$ cat config.mk
export PLATFORM = sky130hd
export DESIGN_NAME = piecewise_linear_interpolator_unit
export DESIGN_NICKNAME = d
export VERILOG_FILES = /design/src/hdl/pli_pkg.sv /design/src/hdl/pli_bp_mem.sv /design/src/hdl/pli_muldiv.sv /design/src/hdl/piecewise_linear_interpolator_unit.sv
export SDC_FILE = /design/constraint.sdc
export NUM_CORES = 2
export LEC_CHECK = 0
export ABC_AREA = 1
export BUFFER_PORTS_ARGS = -buffer_cell sky130_fd_sc_hd__buf_2
export CAP_MARGIN = 30
export CORE_MARGIN = 2
export CORE_UTILIZATION = 58
export DETAILED_ROUTE_END_ITERATION = 10
export MAX_ROUTING_LAYER = met4
export PLACE_DENSITY = 0.76
export SETUP_SLACK_MARGIN = 0.05
export SLEW_MARGIN = 10
export SYNTH_ARGS = -nofsm -noshare
export SYNTH_HDL_FRONTEND = slang
export SYNTH_HIERARCHICAL = 1
export SYNTH_SLANG_ARGS = --single-unit
export TNS_END_PERCENT = 30
$ cat constraint.sdc
create_clock -name clk -period 31.3 [get_ports clk]
set_clock_uncertainty 0.1 [all_clocks]
set_input_delay 4.695 -clock clk [delete_from_list [all_inputs] [get_ports clk]]
set_output_delay 4.695 -clock clk [all_outputs]
set_load 0.05 [all_outputs]
$ cat src/hdl/pli_pkg.sv
`default_nettype none
package pli_pkg;

  localparam int unsigned WORD_W = 32;
  localparam int unsigned DIFF_W = 33;
  localparam int unsigned PROD_W = 64;

  // scale of one in Q16.16, used as the multiplier for the slope quotient
  localparam logic [DIFF_W-1:0] FRAC_ONE = 33'd65536;

  localparam logic IN_KIND_LOAD = 1'b0;
  localparam logic IN_KIND_EVAL = 1'b1;

  typedef struct packed {
    logic              start;
    logic [DIFF_W-1:0] mcand;
    logic [DIFF_W-1:0] mplier;
    logic [DIFF_W-1:0] den;
  } md_req_t;

  typedef struct packed {
    logic              busy;
    logic              done;
    logic [PROD_W-1:0] quot;
  } md_rsp_t;

endpackage
`default_nettype wire

$ cat src/hdl/pli_bp_mem.sv
`default_nettype none
module pli_bp_mem #(
  parameter int unsigned DEPTH = 16,
  parameter int unsigned AW    = 4,
  parameter int unsigned DW    = 64
) (
  input  wire logic          clk,
  input  wire logic          wr_en,
  input  wire logic [AW-1:0] wr_addr,
  input  wire logic [DW-1:0] wr_data,
  input  wire logic [AW-1:0] rd_addr,
  output logic      [DW-1:0] rd_data
);

  logic [DW-1:0] mem [DEPTH];

  always_ff @(posedge clk) begin
    if (wr_en) begin
      mem[wr_addr] <= wr_data;
    end
    rd_data <= mem[rd_addr];
  end

endmodule
`default_nettype wire

$ cat src/hdl/pli_muldiv.sv
`default_nettype none
module pli_muldiv (
  input  wire logic            clk,
  input  wire logic            rst_n,
  input  wire pli_pkg::md_req_t req,
  output pli_pkg::md_rsp_t     rsp
);
  import pli_pkg::*;

  typedef enum logic [1:0] {ST_IDLE, ST_MUL, ST_DIV} md_state_t;

  md_state_t         state_r;
  logic [6:0]        cnt_r;
  logic [PROD_W-1:0] mcand_r;
  logic [DIFF_W-1:0] mplier_r;
  logic [PROD_W-1:0] acc_r;
  logic [DIFF_W-1:0] den_r;
  logic [DIFF_W-1:0] rem_r;
  logic              done_r;

  logic [DIFF_W:0]   rem_sh;
  logic              qbit;

  assign rem_sh = {rem_r, acc_r[PROD_W-1]};
  assign qbit   = (rem_sh >= {1'b0, den_r});

  always_ff @(posedge clk) begin
    if (!rst_n) begin
      state_r <= ST_IDLE;
      done_r  <= 1'b0;
      cnt_r   <= '0;
    end else begin
      done_r <= 1'b0;
      case (state_r)
        ST_IDLE: begin
          if (req.start) begin
            mcand_r  <= {{(PROD_W-DIFF_W){1'b0}}, req.mcand};
            mplier_r <= req.mplier;
            den_r    <= req.den;
            acc_r    <= '0;
            cnt_r    <= '0;
            state_r  <= ST_MUL;
          end
        end
        ST_MUL: begin
          // shift-add, one multiplier bit per cycle
          if (mplier_r[0]) begin
            acc_r <= acc_r + mcand_r;
          end
          mcand_r  <= mcand_r << 1;
          mplier_r <= mplier_r >> 1;
          if (cnt_r == 7'(DIFF_W - 1)) begin
            cnt_r   <= '0;
            rem_r   <= '0;
            state_r <= ST_DIV;
          end else begin
            cnt_r <= cnt_r + 7'd1;
          end
        end
        ST_DIV: begin
          // restoring divide, quotient bits shift into the product register
          rem_r <= qbit ? DIFF_W'(rem_sh - {1'b0, den_r}) : DIFF_W'(rem_sh);
          acc_r <= {acc_r[PROD_W-2:0], qbit};
          if (cnt_r == 7'(PROD_W - 1)) begin
            done_r  <= 1'b1;
            state_r <= ST_IDLE;
          end else begin
            cnt_r <= cnt_r + 7'd1;
          end
        end
        default: state_r <= ST_IDLE;
      endcase
    end
  end

  assign rsp.busy = (state_r != ST_IDLE);
  assign rsp.done = done_r;
  assign rsp.quot = acc_r;

endmodule
`default_nettype wire

$ cat src/hdl/piecewise_linear_interpolator_unit.sv
// Breakpoint-table interpolator, signed Q16.16. An input beat with in_tuser low stores
// breakpoint (load_point, load_value) at entry_index and returns nothing.
// A beat with in_tuser high evaluates at eval_x and returns one result beat: the table
// is read from a synchronous memory with one read and one write port, one entry per
// cycle, then a shared shift-add multiplier and restoring divider produce the slope
// and the interpolated value in turn. An evaluation at or beyond either end returns
// that end's ordinate without using the divider. Value and slope saturate to 32 bits
// and divisions truncate toward zero; table_ok reports whether the active abscissas
// are nondecreasing. Entries must be loaded before they are evaluated. cfg_wr_data
// sets active_points (reset 2).
`default_nettype none
module piecewise_linear_interpolator_unit #(
  parameter int unsigned TABLE_DEPTH = 16
) (
  input  wire logic          clk,
  input  wire logic          rst_n,
  input  wire logic          cfg_wr_en,
  input  wire logic [4:0]    cfg_wr_data,
  input  wire logic          in_tvalid,
  output logic               in_tready,
  // entry_index[3:0], load_point[35:4], load_value[67:36], eval_x[99:68]
  input  wire logic [103:0]  in_tdata,
  // kind[0]
  input  wire logic          in_tuser,
  output logic               out_tvalid,
  input  wire logic          out_tready,
  // interp_value[31:0], interp_slope[63:32], table_ok[64], saturated[65]
  output logic [71:0]        out_tdata
);
  import pli_pkg::*;

  localparam int unsigned AW = (TABLE_DEPTH > 1) ? $clog2(TABLE_DEPTH) : 1;
  localparam int unsigned EW = 2 * WORD_W;

  typedef enum logic [2:0] {ST_IDLE, ST_SCAN, ST_DECIDE, ST_SLOPE, ST_VALUE, ST_FIN}
    state_t;

  state_t            state_r;
  logic [4:0]        active_r;
  logic [AW-1:0]     last_r;
  logic [AW-1:0]     iss_r;
  logic              issuing_r;
  logic              dvld_r;
  logic [AW-1:0]     didx_r;
  logic signed [WORD_W-1:0] x_r, x0_r, y0_r, xl_r, yl_r, px_r, py_r;
  logic signed [WORD_W-1:0] x1_r, y1_r, x2_r, y2_r;
  logic              found_r, ok_r, clip_r, neg_r;
  logic [DIFF_W-1:0] mag_r, dx_r, t_r;
  logic signed [WORD_W-1:0] slope_r;
  logic              out_tvalid_r;
  logic [71:0]       out_tdata_r;
  logic signed [WORD_W-1:0] res_val_r;

  logic [3:0]        in_entry;
  logic [WORD_W-1:0] in_point, in_value, in_x;
  logic              in_acc;
  logic              mem_we;
  logic [EW-1:0]     rd_data;
  logic signed [WORD_W-1:0] cur_x, cur_y;
  logic [AW-1:0]     last_nxt;
  logic signed [DIFF_W-1:0] dy_s;
  logic [DIFF_W-1:0] mag_nxt, dx_nxt, t_nxt;
  logic signed [DIFF_W+1:0] sum_s;
  logic [DIFF_W:0]   q_val;
  md_req_t           md_req;
  md_rsp_t           md_rsp;

  assign in_entry = in_tdata[3:0];
  assign in_point = in_tdata[35:4];
  assign in_value = in_tdata[67:36];
  assign in_x     = in_tdata[99:68];
  assign in_tready = (state_r == ST_IDLE);
  assign in_acc   = in_tvalid && in_tready;
  assign mem_we   = in_acc && (in_tuser == IN_KIND_LOAD) && (32'(in_entry) < TABLE_DEPTH);
  assign cur_x    = rd_data[WORD_W-1:0];
  assign cur_y    = rd_data[EW-1:WORD_W];

  always_comb begin
    if (active_r == 5'd0) begin
      last_nxt = '0;
    end else if (32'(active_r) >= TABLE_DEPTH) begin
      last_nxt = AW'(TABLE_DEPTH - 1);
    end else begin
      last_nxt = AW'(active_r - 5'd1);
    end
  end

  pli_bp_mem #(.DEPTH(TABLE_DEPTH), .AW(AW), .DW(EW)) u_mem (
    .clk     (clk),
    .wr_en   (mem_we),
    .wr_addr (AW'(in_entry)),
    .wr_data ({in_value, in_point}),
    .rd_addr (iss_r),
    .rd_data (rd_data)
  );

  pli_muldiv u_md (
    .clk   (clk),
    .rst_n (rst_n),
    .req   (md_req),
    .rsp   (md_rsp)
  );

  assign dy_s    = DIFF_W'(y2_r) - DIFF_W'(y1_r);
  assign mag_nxt = dy_s[DIFF_W-1] ? DIFF_W'(-dy_s) : DIFF_W'(dy_s);
  assign dx_nxt  = DIFF_W'(x2_r) - DIFF_W'(x1_r);
  assign t_nxt   = DIFF_W'(x_r) - DIFF_W'(x1_r);
  assign q_val = md_rsp.quot[DIFF_W:0];
  assign sum_s = neg_r ? ((DIFF_W+2)'(y1_r) - (DIFF_W+2)'({1'b0, q_val}))
                       : ((DIFF_W+2)'(y1_r) + (DIFF_W+2)'({1'b0, q_val}));

  always_comb begin
    md_req.start  = 1'b0;
    md_req.mcand  = mag_r;
    md_req.mplier = FRAC_ONE;
    md_req.den    = dx_r;
    if (state_r == ST_DECIDE) begin
      // operand registers load on this edge, so feed their next values
      md_req.start = !(x_r <= x0_r) && !(x_r >= xl_r);
      md_req.mcand = mag_nxt;
      md_req.den   = dx_nxt;
    end else if (state_r == ST_SLOPE && md_rsp.done) begin
      md_req.start  = 1'b1;
      md_req.mplier = t_r;
    end
  end

  always_ff @(posedge clk) begin
    if (!rst_n) begin
      active_r <= 5'd2;
    end else if (cfg_wr_en) begin
      active_r <= cfg_wr_data;
    end
  end

  always_ff @(posedge clk) begin
    if (!rst_n) begin
      state_r      <= ST_IDLE;
      issuing_r    <= 1'b0;
      dvld_r       <= 1'b0;
      out_tvalid_r <= 1'b0;
      iss_r        <= '0;
    end else begin
      if (state_r == ST_FIN && (!out_tvalid_r || out_tready)) begin
        out_tvalid_r <= 1'b1;
      end else if (out_tvalid_r && out_tready) begin
        out_tvalid_r <= 1'b0;
      end
      dvld_r <= issuing_r;
      didx_r <= iss_r;
      if (issuing_r) begin
        if (iss_r == last_r) begin
          issuing_r <= 1'b0;
        end else begin
          iss_r <= iss_r + AW'(1);
        end
      end
      case (state_r)
        ST_IDLE: begin
          if (in_acc && (in_tuser == IN_KIND_EVAL)) begin
            x_r       <= in_x;
            last_r    <= last_nxt;
            iss_r     <= '0;
            issuing_r <= 1'b1;
            state_r   <= ST_SCAN;
          end
        end
        ST_SCAN: begin
          if (dvld_r) begin
            px_r <= cur_x;
            py_r <= cur_y;
            if (didx_r == '0) begin
              x0_r    <= cur_x;
              y0_r    <= cur_y;
              found_r <= 1'b0;
              ok_r    <= 1'b1;
            end else begin
              if (cur_x < px_r) begin
                ok_r <= 1'b0;
              end
              // first point at or above x, or the last active point, closes the segment
              if (!found_r && (x_r <= cur_x || didx_r == last_r)) begin
                found_r <= 1'b1;
                x1_r    <= px_r;
                y1_r    <= py_r;
                x2_r    <= cur_x;
                y2_r    <= cur_y;
              end
            end
            if (didx_r == last_r) begin
              xl_r    <= cur_x;
              yl_r    <= cur_y;
              state_r <= ST_DECIDE;
            end
          end
        end
        ST_DECIDE: begin
          clip_r  <= 1'b0;
          slope_r <= '0;
          if (x_r <= x0_r) begin
            res_val_r <= y0_r;
            state_r   <= ST_FIN;
          end else if (x_r >= xl_r) begin
            res_val_r <= yl_r;
            state_r   <= ST_FIN;
          end else begin
            state_r <= ST_SLOPE;
          end
        end
        ST_SLOPE: begin
          if (md_rsp.done) begin
            if (neg_r) begin
              if (md_rsp.quot > 64'h8000_0000) begin
                slope_r <= 32'sh8000_0000;
                clip_r  <= 1'b1;
              end else begin
                slope_r <= WORD_W'(-md_rsp.quot);
              end
            end else if (md_rsp.quot > 64'h7FFF_FFFF) begin
              slope_r <= 32'sh7FFF_FFFF;
              clip_r  <= 1'b1;
            end else begin
              slope_r <= WORD_W'(md_rsp.quot);
            end
            state_r <= ST_VALUE;
          end
        end
        ST_VALUE: begin
          if (md_rsp.done) begin
            if (sum_s > (DIFF_W+2)'(32'sh7FFF_FFFF)) begin
              res_val_r <= 32'sh7FFF_FFFF;
              clip_r    <= 1'b1;
            end else if (sum_s < -(DIFF_W+2)'(64'sh8000_0000)) begin
              res_val_r <= 32'sh8000_0000;
              clip_r    <= 1'b1;
            end else begin
              res_val_r <= WORD_W'(sum_s);
            end
            state_r <= ST_FIN;
          end
        end
        ST_FIN: begin
          if (!out_tvalid_r || out_tready) begin
            out_tdata_r  <= {6'd0, clip_r, ok_r, slope_r, res_val_r};
            state_r      <= ST_IDLE;
          end
        end
        default: state_r <= ST_IDLE;
      endcase
    end
  end

  // segment operands, held from the decision through both quotients
  always_ff @(posedge clk) begin
    if (state_r == ST_DECIDE) begin
      neg_r <= dy_s[DIFF_W-1];
      mag_r <= mag_nxt;
      dx_r  <= dx_nxt;
      t_r   <= t_nxt;
    end
  end

  assign out_tvalid = out_tvalid_r;
  assign out_tdata  = out_tdata_r;

`ifndef SYNTHESIS
  a_ready_no_md: assert property (@(posedge clk) disable iff (!rst_n)
    in_tready |-> !md_rsp.busy)
    else $error("input ready while divider busy");
  a_eval_scan: assert property (@(posedge clk) disable iff (!rst_n)
    (in_tvalid && in_tready && in_tuser) |=> (state_r == ST_SCAN))
    else $error("evaluate beat did not start scan");
  a_idx_range: assert property (@(posedge clk) disable iff (!rst_n)
    (state_r == ST_SCAN && dvld_r) |-> (didx_r <= last_r))
    else $error("scan read beyond last active point");
  a_done_state: assert property (@(posedge clk) disable iff (!rst_n)
    md_rsp.done |-> (state_r == ST_SLOPE || state_r == ST_VALUE))
    else $error("quotient returned outside arithmetic phase");
`endif

endmodule
`default_nettype wire

# Yosys cells after proc, flatten, opt, wreduce, memory -nomap -nowiden
# Memories as Yosys holds them, arrays and structs flattened. A register that Yosys moved wholly into a read port is not among the register bits.
# Index checks and enable logic that the tools add are counted.
[totals] inputBits=115 memories=1 ramBits=1024 word_cells=204 register_bits=845
[classes] bitwise_logic=2 addsub=12 order_cmp=10 n_reduce_logical=46 muxes=70 eq_ne=26
[memory_table] memory="u_mem.mem" words=16 width=64 read_ports=1 rd_ports_with_merged_regs=1 wr=1 line_no="pli_bp_mem.sv:15" source="logic [DW-1:0] mem [DEPTH];"
[ops] cell="two-way mux 32 bit" count=9
[ops] cell="two-way mux 33 bit" count=8
[ops] cell="two-way mux 64 bit" count=3
[ops] cell="one-hot mux 64 bit (3 select lines)" count=1
[ops] cell="one-hot mux 33 bit (2 select lines)" count=2
[ops] cell="one-hot mux 32 bit (2 select lines)" count=2
[ops] cell="one-hot mux 64 bit (2 select lines)" count=1
[ops] cell="subtractor 32 x 32 -> 33 bit" count=3
[ops] cell="adder 64 bit" count=1
[ops] cell="> comparator 64 x 31 -> 1 bit (second input constant)" count=1
[ops] cell="> comparator 64 x 32 -> 1 bit (second input constant)" count=1
[ops] cell="<= comparator 32 bit" count=2
[ops] cell="adder 35 x 34 -> 35 bit" count=1
[ops] cell="> comparator 35 x 32 -> 1 bit (second input constant)" count=1
[ops] cell="less-than comparator 35 x 32 -> 1 bit (second input constant)" count=1
[ops] cell="two-way mux 35 bit" count=1
[ops] cell="subtractor 35 x 34 -> 35 bit" count=1
[ops] cell=">= comparator 34 x 33 -> 1 bit" count=1
[ops] cell="negator 33 bit" count=1
[ops] cell="subtractor 33 bit" count=1
[ops] cell=">= comparator 32 bit" count=1
[ops] cell="less-than comparator 32 bit" count=1
[ops] cell="negator 32 bit" count=1
[ops] cell="AND reduction 3 bit" count=9
[ops] cell="39 further kinds" count=112

# Depth between registers and ports, before layout
[logic_depth] depth_word=7 ltp_mapped=31

# Cells and area by module
# The synthesis kept the hierarchy.
[by_module_without_submodules] mod="pli_bp_mem" cells_each=4210 area_each_um2=45285.9 n_inst=1
[by_module_without_submodules] mod="piecewise_linear_interpolator_unit" cells_each=3824 area_each_um2=34461.8 n_inst=1
[by_module_without_submodules] mod="pli_muldiv" cells_each=2599 area_each_um2=17693.2 n_inst=1

# Worst setup path before layout
# OpenSTA, ideal clock, no wires.
[synth_path] path_kind="input port to flip-flop" from="input port rst_n" to="register x1_r[0] (enable)" t_arrival_ps=15872 slack_ps=14712 path_stages=7 required_ps=30584 cell_sequence="clkbuf_1 -> clkinv_1 -> nor3_1 -> inv_1 -> nor2_1 -> nand2_1 -> nor2_1"
[synth_via] elab_chain_len=1
[synth_lines] item="start: declaration" line_no="piecewise_linear_interpolator_unit.sv:16" source="input wire logic rst_n,"
[synth_lines] item="AND reduction 5 bit (no line)"
[synth_lines] item="end signal: assignment" line_no="piecewise_linear_interpolator_unit.sv:184" source="x1_r <= px_r;"
[synth_lines] item="end: declaration" line_no="piecewise_linear_interpolator_unit.sv:46" source="logic signed [WORD_W-1:0] x1_r, y1_r, x2_r, y2_r;"
# No other way between the ends.
# A chain may end at the register's enable or synchronous reset.

# Final worst setup path
[layout_path] from="input port rst_n" to="register y1_r[31] (enable)"
[layout_via] elab_chain_len=1
[layout_lines] item="AND reduction 5 bit (no line)"
[layout_lines] item="end signal: assignment" line_no="piecewise_linear_interpolator_unit.sv:185" source="y1_r <= py_r;"
[layout_lines] item="end: declaration" line_no="piecewise_linear_interpolator_unit.sv:46"
# No other way between the ends.

==> results by group <==
Run status
  – Status: finished, final reports clean

Hold path
  – HP Class: register to register

GRT
  – Pin count of the biggest net entering global routing: ~240
  – Initial antenna violation count: 30
  – Number of global-route vias before repair: a little under 70000
  – First-pass GRT wire length: 392000 µm
  – GRT Total Usage: 0.310
  – Grt total ovfl: 0

Job
  – Max-Cap Viols: 0

Floorplan
  – Full die area: roughly 170000 µm²
  – IO Pins: 189
  – Initial core utilization: 0.583
  – Die height: between 400 and 500 µm
  – Core ar.: 167000 µm²
  – Die width: 414 µm
  – Rows: 150

CTS
  – Longest Clk Path Bufs: 3
  – Post-CTS sizing: 0
  – Num Clock Sinks: slightly below 2000
  – Root buf cell: clkbuf_16
  – Clock slew at reported path FFs: roughly 70 ps
  – Clock Latency Late Sink: ~860 ps
  – Post-CTS Hold Buffers: 0
  – Post-CTS Setup Bufs: 0
  – CTS tree: done
  – Htree depth: 4
  – Num CTS Buffers: 192

Detailed routing
  – ANT nets after route: 0
  – Remaining DRCs: 0
  – TritonRoute pass-1 iters: 6
  – Via/cell ratio: approximately 5.5
  – DRT Wirelength: 259000 µm
  – Total vias in the final route: between 70000 and 80000
  – Routed length per placed instance: 19.7 µm
  – Drt first-iter violations: approximately 7000

Power and ir drop
  – Pwr Total: approximately 6700 µW
  – PwrDens: 63.0 nW/µm²
  – Peak supply drop: about 0.057 mV
  – Pleak: about 0.047 µW

Placement
  – Place WS: about 23000 ps
  – Post-DP HPWL: 174000 µm
  – Placed Area: 100000 µm²
  – GPL Wtd Cong: just under 1
  – Placed insts: between 10000 and 15000
  – IO buf count: between 150 and 200

Timing
  – RSZ-0062 raised after global routing: no
  – Fmax: between 0.1 and 0.15 GHz
  – Final slew viol count: 0
  – Final setup margin: between 20000 and 25000 ps
  – Period utilization: 0.242
  – Final setup vio count: 0
  – Slew @ Worst Pin: between 1000 and 1500 ps
  – Total negative setup slack: 0 ps
  – Worst slew margin: 0.167
  – Final hold violation count: 0
  – Min cycle time layout: between 7000 and 8000 ps

Cells and area
  – Final instance area: 107000 µm²
  – Nets: ~11000
  – Area occupied by multi-input gates: 32300 µm²
  – Most frequent cells in the layout: nand2_1, inv_1, edfxtp_1
  – Share of cells above drive strength 1: 0.0664
  – Layout area overhead: 9.81%
  – Layout fillers: around 13000
  – Commonest non-fill, non-tap cell in the layout: nand2_1
  – Register area: between 50000 and 60000 µm²
  – Layout Cells excl Fill: about 13000

Setup path
  – CP Max Fanout: between 60 and 70
  – Setup crit start kind: input port
  – Crit path kind: input port to register
  – Crit path top cell by count: buf_4
  – Critical-path cell list: buf_2 > clkinv_1 > buf_4 > nor3_2 > buf_4 > inv_1 > nor2_1 > nand2_1 > nor2_4 > buf_4 > buf_4
  – WP data required: 31650 ps
  – WP buf/inv: 7
  – CP top delay family: buffers and inverters
  – WP data arrival: 7920 ps
  – CP max stage delay: approximately 760 ps
  – Worst setup EP type: register
  – CP max-delay cell: buf_4

Synth
  – Syn Area/Cell: around 9 µm²
  – Sequential share of the synthesized area: 0.580
  – Synth cell types: between 60 and 70
  – Mapped Area: between 90000 and 100000 µm²
  – Synthesis warning total: 6
  – FF+latch count, synth: ~1900
  – Mapped Cells: 10600
## routing by layer
| layer | vias to the layer above | routed length (µm) | GRT usage |
|---|---|---|---|
| met1 | 34000 | 106000 | 0.399 |
| met3 | 603 | 20100 | 0.0411 |
| met2 | 2940 | 122000 | 0.496 |
| met4 | 0 | 10800 | 0.130 |
| met5 | - | 0 | - |
| li1 | 34900 | - | - |
## synth_stat cells, drive strengths merged
cell type     n  area (µm²)
o21ai       286        1450
a2bb2oi       1        8.76
a211oi       11        82.6
buf         228        1560
or2          29         181
o2111ai       2        17.5
o21bai       10        75.1
clkinv        3        11.3
a221oi        3        26.3
ha          364        4550
o21a         23         173
a2111oi       1        8.76
conb          1        3.75
dfxtp       155        3100
a21oi       468        2360
clkbuf       93         350
nand2      3261       12300
o211ai       12        90.1
edfxtp     1778       53400
and3          3        18.8
nand2b        1        6.26
nand3      1066        5380
nand4        67         425
o31ai         5        37.5
fa            6         120
a21boi        3        22.5
nor2        573        2270
nand3b       24         180
o221ai        6        52.6
mux2i         2        20.0
nor4         34         213
nor3         60         315
xnor2        40         377
and2          6        37.5
xor2        113        1000
a21o         13        97.6
inv        1866        7010
a31oi        16         100
## metrics by stage
stage / hold slack [ps] / util
5_1_grt: 319 / 0.640
3_3_place_gp: 300 / 0.599
6_report: 311 / 0.641
4_1_cts: 313 / 0.639
3_5_place_dp: 305 / 0.599
2_1_floorplan: 300 / -
## worst register-to-register path, delay by kind of cell (launching register included)
kind / cells / cell delay, ps
AO/OA/AOI/OAI: 2 / 360
adder cells (fa/ha/maj): 2 / 680
flip-flops: 1 / 490
AND/OR/NAND/NOR: 22 / 3060
buffers and inverters: 3 / 670
## where the power goes
part           internal, µW  switching [µW]  total, µW  leakage (µW)
combinational           367             879       1250        0.0267
clock                  1360             995       2360       0.00319
sequential             3020             119       3140        0.0174
## final timing paths
kind | from | end | slack (ps) | cells after the start
worst max register to register | u_md/acc_r[0]$_DFFE_PP_ | res_val_r[4]$_DFFE_PP_ | 25590 | 29
worst min register to register | py_r[2]$_DFFE_PP_ | y1_r[2]$_DFFE_PP_ | 310 | 0
worst min-delay path | py_r[2]$_DFFE_PP_ | y1_r[2]$_DFFE_PP_ | 310 | 0
worst max-delay path | rst_n | y1_r[31]$_DFFE_PP_ | 23730 | 11
## cell type report
type / instances / area share
well taps: 2204 / 0.0258
inverters: 1869 / 0.0658
diodes: 25 / 0.000585
flip-flops and latches: 1933 / 0.528
repair buffers: 265 / 0.0170
multi-input cells: 6515 / 0.302
clock buffers: 237 / 0.0487
clock inverters: 122 / 0.0124
## state kept, by name (all words and copies together), names as in the netlist, 33 cells and up
signal / flops
mag_r: 33
u_md/acc_r: 64
u_mem/rd_data: 64
u_md/mplier_r: 33
out_tdata: 66
t_r: 33
u_md/rem_r: 33
u_md/den_r: 33
u_mem/mem: 1024
u_md/mcand_r: 64
dx_r: 33
## cell families after synthesis
logic type / Yosys count / synth area share
multiplexers: 2 / 0.000205
buffers and inverters: 2190 / 0.0917
AO/OA/AOI/OAI: 860 / 0.0472
other: 1 / 0.0000385
AND/OR/NAND/NOR: 5124 / 0.219
flip-flops: 1933 / 0.580
adder cells (fa/ha/maj): 370 / 0.0480
XOR/XNOR: 153 / 0.0142
Note: power is estimated with default switching activity, not from simulation.
